--- src/rtl/mlbt_pkg.sv ---
`default_nettype none
package mlbt_pkg;

  localparam int unsigned MaxLeds = 4;

  typedef enum logic [2:0] {
    OP_TICK     = 3'd0,
    OP_SET_ON   = 3'd1,
    OP_SET_OFF  = 3'd2,
    OP_START    = 3'd3,
    OP_STOP     = 3'd4
  } op_t;

  typedef struct packed {
    logic [2:0]  operation;
    logic [2:0]  led_index;
    logic [15:0] on_ticks;
    logic [15:0] off_ticks;
    logic [23:0] timeout_ticks;
  } cmd_t;

  typedef struct packed {
    logic [MaxLeds-1:0] pin_levels;
    logic [MaxLeds-1:0] blink_flags;
    logic               bad_index;
  } status_t;

endpackage
`default_nettype wire

--- src/rtl/multi_led_blink_timer.sv ---
// Blink controller for up to four LEDs.
// cmd channel (valid/ready): one word per tick or per command (set on, set off,
// start blinking, stop blinking) addressed by led_index. A tick advances every
// blinking LED at once; a command touches only the LED it names. A command
// naming an LED at or above LED_COUNT changes nothing and reports bad_index.
// status channel (valid/ready): exactly one word per cmd word, in order,
// holding pin levels and blink flags after the operation.
// An accepted word's result is registered into the buffer and drives status
// once earlier results are taken. Throughput: one word per cycle while cmd_ready
// is high. All LED updates are combinational logic (an add, subtracts and
// compares per LED) from the state registers into the result buffer.
// The result side is a two-word buffer, so cmd_ready stays high while one
// result waits; when the receiver stalls with two words held, cmd_ready drops
// until a word is taken.
// Reset (rst, synchronous): all LEDs off, no blinking, result buffer empty.
`default_nettype none
module multi_led_blink_timer
  import mlbt_pkg::*;
#(
  parameter int unsigned LED_COUNT = 4
) (
  input  wire logic    clk,
  input  wire logic    rst,
  input  wire logic    cmd_valid,
  output logic         cmd_ready,
  input  wire cmd_t    cmd,
  output logic         status_valid,
  input  wire logic    status_ready,
  output status_t      status
);

  localparam logic [3:0] LedLimit = 4'(LED_COUNT);

  logic                 push;
  logic                 pop;
  logic [1:0]           fill;
  status_t              head;
  status_t              skid;
  status_t              result;
  logic                 bad;
  logic                 is_cmd;

  logic [LED_COUNT-1:0] pin_q;
  logic [LED_COUNT-1:0] steady_q;
  logic [LED_COUNT-1:0] active_q;
  logic [LED_COUNT-1:0] pin_vec_next;
  logic [LED_COUNT-1:0] active_vec_next;

  assign cmd_ready    = (fill != 2'd2);
  assign push         = cmd_valid && cmd_ready;
  assign status_valid = (fill != 2'd0);
  assign pop          = status_valid && status_ready;
  assign status       = head;

  assign is_cmd = (cmd.operation == OP_SET_ON) || (cmd.operation == OP_SET_OFF) ||
                  (cmd.operation == OP_START) || (cmd.operation == OP_STOP);
  assign bad    = is_cmd && ({1'b0, cmd.led_index} >= LedLimit);

  for (genvar i = 0; i < LED_COUNT; i++) begin : g_led
    logic        steady, steady_next;
    logic        pin, pin_next;
    logic        active, active_next;
    logic        phase_on, phase_on_next;
    logic [15:0] on_len, on_len_next;
    logic [15:0] off_len, off_len_next;
    logic [23:0] limit, limit_next;
    logic [24:0] elapsed, elapsed_next;
    logic [15:0] countdown, countdown_next;
    logic        sel;
    logic [15:0] cur_len;
    logic [15:0] nxt_len;
    logic [25:0] sum;
    logic [24:0] sat;
    logic [23:0] left;
    logic [15:0] on_fix;
    logic [15:0] off_fix;

    assign sel     = (cmd.led_index == 3'(i));
    assign cur_len = phase_on ? on_len : off_len;
    assign nxt_len = phase_on ? off_len : on_len;
    assign sum     = {1'b0, elapsed} + {10'd0, cur_len};
    assign sat     = sum[25] ? '1 : sum[24:0];
    assign left    = limit - sat[23:0];
    assign on_fix  = (cmd.on_ticks == 16'd0) ? 16'd1 : cmd.on_ticks;
    assign off_fix = (cmd.off_ticks == 16'd0) ? 16'd1 : cmd.off_ticks;

    always_comb begin
      steady_next    = steady;
      pin_next       = pin;
      active_next    = active;
      phase_on_next  = phase_on;
      on_len_next    = on_len;
      off_len_next   = off_len;
      limit_next     = limit;
      elapsed_next   = elapsed;
      countdown_next = countdown;
      if (push) begin
        unique case (cmd.operation)
          OP_TICK: begin
            if (active) begin
              if (countdown <= 16'd1) begin
                // phase expires: toggle and charge the full nominal length
                pin_next      = !phase_on;
                phase_on_next = !phase_on;
                elapsed_next  = sat;
                if (limit == 24'd0) begin
                  countdown_next = nxt_len;
                end else if (sat >= {1'b0, limit}) begin
                  active_next  = 1'b0;
                  elapsed_next = '0;
                  limit_next   = '0;
                  pin_next     = steady;
                end else begin
                  // cut the last phase short at the timeout
                  countdown_next = ({8'd0, nxt_len} > left) ? left[15:0] : nxt_len;
                end
              end else begin
                countdown_next = countdown - 16'd1;
              end
            end
          end
          OP_SET_ON: begin
            if (sel) begin
              steady_next = 1'b1;
              pin_next    = 1'b1;
            end
          end
          OP_SET_OFF: begin
            if (sel) begin
              steady_next = 1'b0;
              pin_next    = 1'b0;
            end
          end
          OP_START: begin
            if (sel) begin
              on_len_next    = on_fix;
              off_len_next   = off_fix;
              phase_on_next  = steady;
              active_next    = 1'b1;
              elapsed_next   = '0;
              limit_next     = cmd.timeout_ticks;
              countdown_next = steady ? on_fix : off_fix;
            end
          end
          OP_STOP: begin
            if (sel) begin
              active_next  = 1'b0;
              elapsed_next = '0;
              limit_next   = '0;
              pin_next     = steady;
            end
          end
          default: begin
          end
        endcase
      end
    end

    always_ff @(posedge clk) begin
      if (rst) begin
        steady    <= 1'b0;
        pin       <= 1'b0;
        active    <= 1'b0;
        phase_on  <= 1'b0;
        limit     <= '0;
        elapsed   <= '0;
        countdown <= '0;
      end else begin
        steady    <= steady_next;
        pin       <= pin_next;
        active    <= active_next;
        phase_on  <= phase_on_next;
        limit     <= limit_next;
        elapsed   <= elapsed_next;
        countdown <= countdown_next;
      end
    end

    always_ff @(posedge clk) begin
      on_len  <= on_len_next;
      off_len <= off_len_next;
    end

    assign pin_q[i]           = pin;
    assign steady_q[i]        = steady;
    assign active_q[i]        = active;
    assign pin_vec_next[i]    = pin_next;
    assign active_vec_next[i] = active_next;
  end

  always_comb begin
    result.pin_levels  = MaxLeds'(pin_vec_next);
    result.blink_flags = MaxLeds'(active_vec_next);
    result.bad_index   = bad;
  end

  // two-word result buffer: head drives the port, skid catches a word during a stall
  always_ff @(posedge clk) begin
    if (rst) begin
      fill <= 2'd0;
    end else begin
      unique case ({push, pop})
        2'b10:   fill <= fill + 2'd1;
        2'b01:   fill <= fill - 2'd1;
        default: fill <= fill;
      endcase
    end
  end

  always_ff @(posedge clk) begin
    if (fill == 2'd2) begin
      if (pop) begin
        head <= skid;
      end
    end else if (fill == 2'd1) begin
      if (push && pop) begin
        head <= result;
      end else if (push) begin
        skid <= result;
      end
    end else if (push) begin
      head <= result;
    end
  end

  a_fill_bound : assert property (@(posedge clk) disable iff (rst)
    fill != 2'd3)
    else $error("result buffer fill out of range");

  a_skid_advance : assert property (@(posedge clk) disable iff (rst)
    (pop && (fill == 2'd2)) |=> (status == $past(skid)))
    else $error("held word not advanced to head");

  a_idle_pin : assert property (@(posedge clk) disable iff (rst)
    ((pin_q ^ steady_q) & ~active_q) == '0)
    else $error("idle LED pin differs from steady level");

  a_push_fill : assert property (@(posedge clk) disable iff (rst)
    (push && !pop) |=> status_valid)
    else $error("accepted word produced no result");

endmodule
`default_nettype wire
--- config.mk ---
export PLATFORM = sky130hd
export DESIGN_NAME = multi_led_blink_timer
export DESIGN_NICKNAME = d
export VERILOG_FILES = /design/src/rtl/mlbt_pkg.sv /design/src/rtl/multi_led_blink_timer.sv
export SDC_FILE = /design/constraint.sdc
export NUM_CORES = 2
export LEC_CHECK = 0
export BUFFER_PORTS_ARGS = -buffer_cell sky130_fd_sc_hd__buf_2
export CORE_UTILIZATION = 30
export CTS_CLUSTER_DIAMETER = 200
export DETAILED_ROUTE_END_ITERATION = 10
export GPL_ROUTABILITY_DRIVEN = 0
export HOLD_SLACK_MARGIN = 0.08
export SETUP_SLACK_MARGIN = 0.3
export SLEW_MARGIN = 20
export SYNTH_ARGS = -nofsm -noshare
export SYNTH_HDL_FRONTEND = slang
export SYNTH_SLANG_ARGS = --single-unit
--- constraint.sdc ---
create_clock -name clk -period 8 [get_ports clk]
set_input_delay 1.2 -clock clk [delete_from_list [all_inputs] [get_ports clk]]
set_output_delay 1.2 -clock clk [all_outputs]
set_load 0.005 [all_outputs]
==> summary.txt <==
STA
  – Clock skew: 0.0313 ns
  – Slew @ Worst Pin: 1.11 ns
  – Fin. max-slew vios: 0
  – Minimum clock period after layout: 7.46 ns
  – RSZ-0062 raised after global routing: yes
  – Max Clk Rate: 134 MHz
  – Worst hold margin: 0.468 ns
  – Slew HR: 0.252
  – Setup ws final: 0.543 ns
  – Final period util: 0.932
  – Setup violators final: 0
  – Final count of hold timing violations: 0

Setup path
  – Worst-path maximum fanout: 13
  – Worst setup SP type: flip-flop
  – Worst Path Buf+Inv: 2
  – CP max-delay cell: or4_1
  – R2R Path End: g_led[3].countdown[8]
  – Reg-to-Reg Start: g_led[3].phase_on
  – CP Launch Point: g_led[3].phase_on
  – Worst R2R Setup Slack: 0.54 ns
  – Crit. End Element: flip-flop
  – Crit path depth: 30
  – Slowest stage delay, CP: 0.52 ns
  – R2R cell count: 30
  – Crit Path Class: flip-flop to flip-flop
  – CP most frequent cell: ha_1
  – Worst EP arrival: 7.99 ns
  – Worst setup endpoint: g_led[3].countdown[8]
  – Critical path data required time: 8.53 ns
  – Top delay family on crit path: compound AO/OA/AOI/OAI gates

Power
  – Clock power share: 0.430
  – VDD IR-drop max: 0.000164 V
  – Total power: 5550 uW
  – Combinational Power Share: 0.152
  – Sw Ratio: 0.286
  – Reg power frac: 0.418
  – Switching power total: 1590 uW
  – Power Dens Cells: 145 mW/mm^2
  – Leakage: 0.0153 uW
  – Cell Int Power: 3970 uW

GRT
  – Gr usage total: 0.205
  – First-pass GRT wire length: 179000 microns
  – Initial antenna violation count: 7
  – Largest net degree at the start of global routing: 82
  – Overflow left after global routing: 0
  – Vias in the first global route: 28.8k

Floorplanning
  – Std cell rows: 122
  – Placeable Area: 0.111 sq mm
  – Die X: 338 microns
  – Starting Density: 0.304
  – IO Pins: 77
  – Die area: 0.114 sq mm
  – Die height: 338 microns

Clock tree
  – CTS tree: built
  – Clock-pin slew on the worst setup and hold paths: 0.06 ns
  – Root Driver: clkbuf_16
  – Worst-skew pair later-pin latency: 0.62 ns
  – Total number of clock tree sinks: 424
  – Num CTS Buffers: 50
  – Clock buffer depth: 3
  – H-tree levels: 2

Placement
  – Dpl hpwl: 86100 microns
  – Pre-CTS setup slack: -0.0387 ns
  – Dpl cells: 5489
  – Port Buffers: 76
  – Placed Area: 0.0359 sq mm

Finish
  – NumNets Final: 4488
  – Fraction of layout cells with a size suffix above 1: 0.141
  – Area Overhead vs Synth: 13.6%
  – Fin area: 0.0384 sq mm
  – Layout Cells excl Fill: 5620

Synthesis
  – Syn_nets: 4476
  – Yosys top cell by area: dfxtp_1
  – Mapped Area: 0.0338 sq mm
  – Synth top area share: 0.165
  – EDFF count, synth: 146
  – #FFs+latches synth: 424
  – Synth cell types: 99
  – Count leader, synth: nand2_1
  – Main flop type after synthesis: dfxtp_1
  – Largest cells by area after synthesis: dfxtp_1 16%, edfxtp_1 13%, ha_1 12%
  – Mapped Cells: 4073
  – Sequential share of the synthesized area: 0.294
  – Mapped Avg Cell Area: 8.30 sq um
  – Synth top cells by count: 342 x nand2_1, 329 x ha_1, 325 x a21oi_1
  – Fraction of registers with async set or reset after synthesis: 0
  – Synth warn: 0

Route
  – Vias per cell: 5.57
  – DR vias: 31.3k
  – TritonRoute pass-1 iters: 6
  – Post-Route WL: 121000 microns
  – Avg WL per Cell: 21.6 microns
  – Drt drc: 0
  – Number of DRC markers in iteration 0: 3417
  – Antenna-violating nets left: 0

Flow run
  – Max-cap violations: 0

Outcome
  – Outcome: completed

Worst hold path
  – Worst Min Path Start: g_led[0].elapsed[0]
  – Worst hold path type: flip-flop to flip-flop
-- per-layer routing --
metal  share of wire  track usage
met1            0.45        0.286
met2            0.43        0.309
met3           0.086       0.0326
met4           0.042       0.0861
met5         0.00029            0
-- cells by family after synthesis --
kind of cell / count (synthesis) / synth area share
and+or+nand+nor: 1251 / 0.178
AOI/OAI and AO/OA: 1139 / 0.224
buffers and inverters: 528 / 0.0611
DFF: 424 / 0.294
adders and majority gates: 337 / 0.127
muxes: 228 / 0.0729
xor gates and xnor gates: 166 / 0.0430
-- worst min-delay path by stage --
stage | endpoint | slack, ns | cells past startpoint
floorplan | g_led[0].elapsed[0] | 0.44 | 2
global placement | g_led[2].elapsed[8] | 0.45 | 2
detailed placement | g_led[0].elapsed[0] | 0.46 | 2
CTS | g_led[3].countdown[3] | 0.47 | 2
global route | g_led[2].elapsed[6] | 0.49 | 2
finish | g_led[0].elapsed[0] | 0.47 | 2
-- cells in the final DEF, fill, tap and decap left out, types with 15 or more instances in the layout --
cell         n
nand2_1    335
a21oi_1    319
ha_1       315
nor2_1     295
inv_1      282
dfxtp_1    276
o21ai_0    176
nand3_1    160
edfxtp_1   146
mux2_2     145
buf_4      112
xnor2_1     91
a21o_1      90
a22oi_1     86
mux2i_1     81
buf_2       76
nor3_1      73
xor2_1      67
a31oi_1     59
nor4_1      56
clkbuf_16   56
nand4_1     49
nand2b_1    46
and3_1      44
o21a_1      38
nor2b_1     37
o211ai_1    36
and2_1      34
a211oi_1    30
or2_2       28
a32o_1      25
a22o_1      24
a2111oi_0   21
o21ai_1     15
-- cell type report --
| type | instances | area [sq um] |
|---|---|---|
| Inverter | 285 | 1070 |
| Fill cell | 11600 | 72700 |
| Sequential cell | 424 | 9960 |
| Tap cell | 1488 | 1860 |
| Clock buffer | 68 | 1430 |
| Antenna cell | 6 | 15.0 |
| Multi-Input combinational cell | 3123 | 22400 |
| Timing Repair Buffer | 201 | 1450 |
| Clock inverter | 25 | 256 |
-- power by group through the flow --
stage	sequential (uW)	clock [uW]	combinational [uW]
floorplan	2360	0	482
finish	2320	2390	843
CTS	2320	2430	801
global route	2330	2510	900
detailed placement	2370	0	795
global placement	2370	0	792
-- state kept, by name (all words and copies together) (netlist names) --
signal and count:
g_led.active 4, g_led.on_len 64, g_led.pin 4, g_led.off_len 64, fill 2, status 9
g_led.elapsed 100, g_led.countdown 64, g_led.limit 96, g_led.phase_on 4, skid 9, g_led.steady 4
-- worst min-delay path: cells and delay by family, from the launching register on --
kind	cells	cell delay, ns
DFF	1	0.32
AOI/OAI and AO/OA	1	0.05
and+or+nand+nor	1	0.06
-- metrics by stage --
stage	util	TNS, ns
after global routing	0.345	0
after global placement	0.323	0
after detailed placement	0.323	-0.0895
final	0.346	0
after floorplan	-	0
after CTS	0.339	0
-- repair_timing --
item	4_1_cts	5_1_grt
setup endpoints to repair	41	64
pin swaps	1	37
cloned	0	5
gates resized for setup	10	116
hold buffers	0	0
buffers inserted	2	25
(Power assumes the default switching activity.)
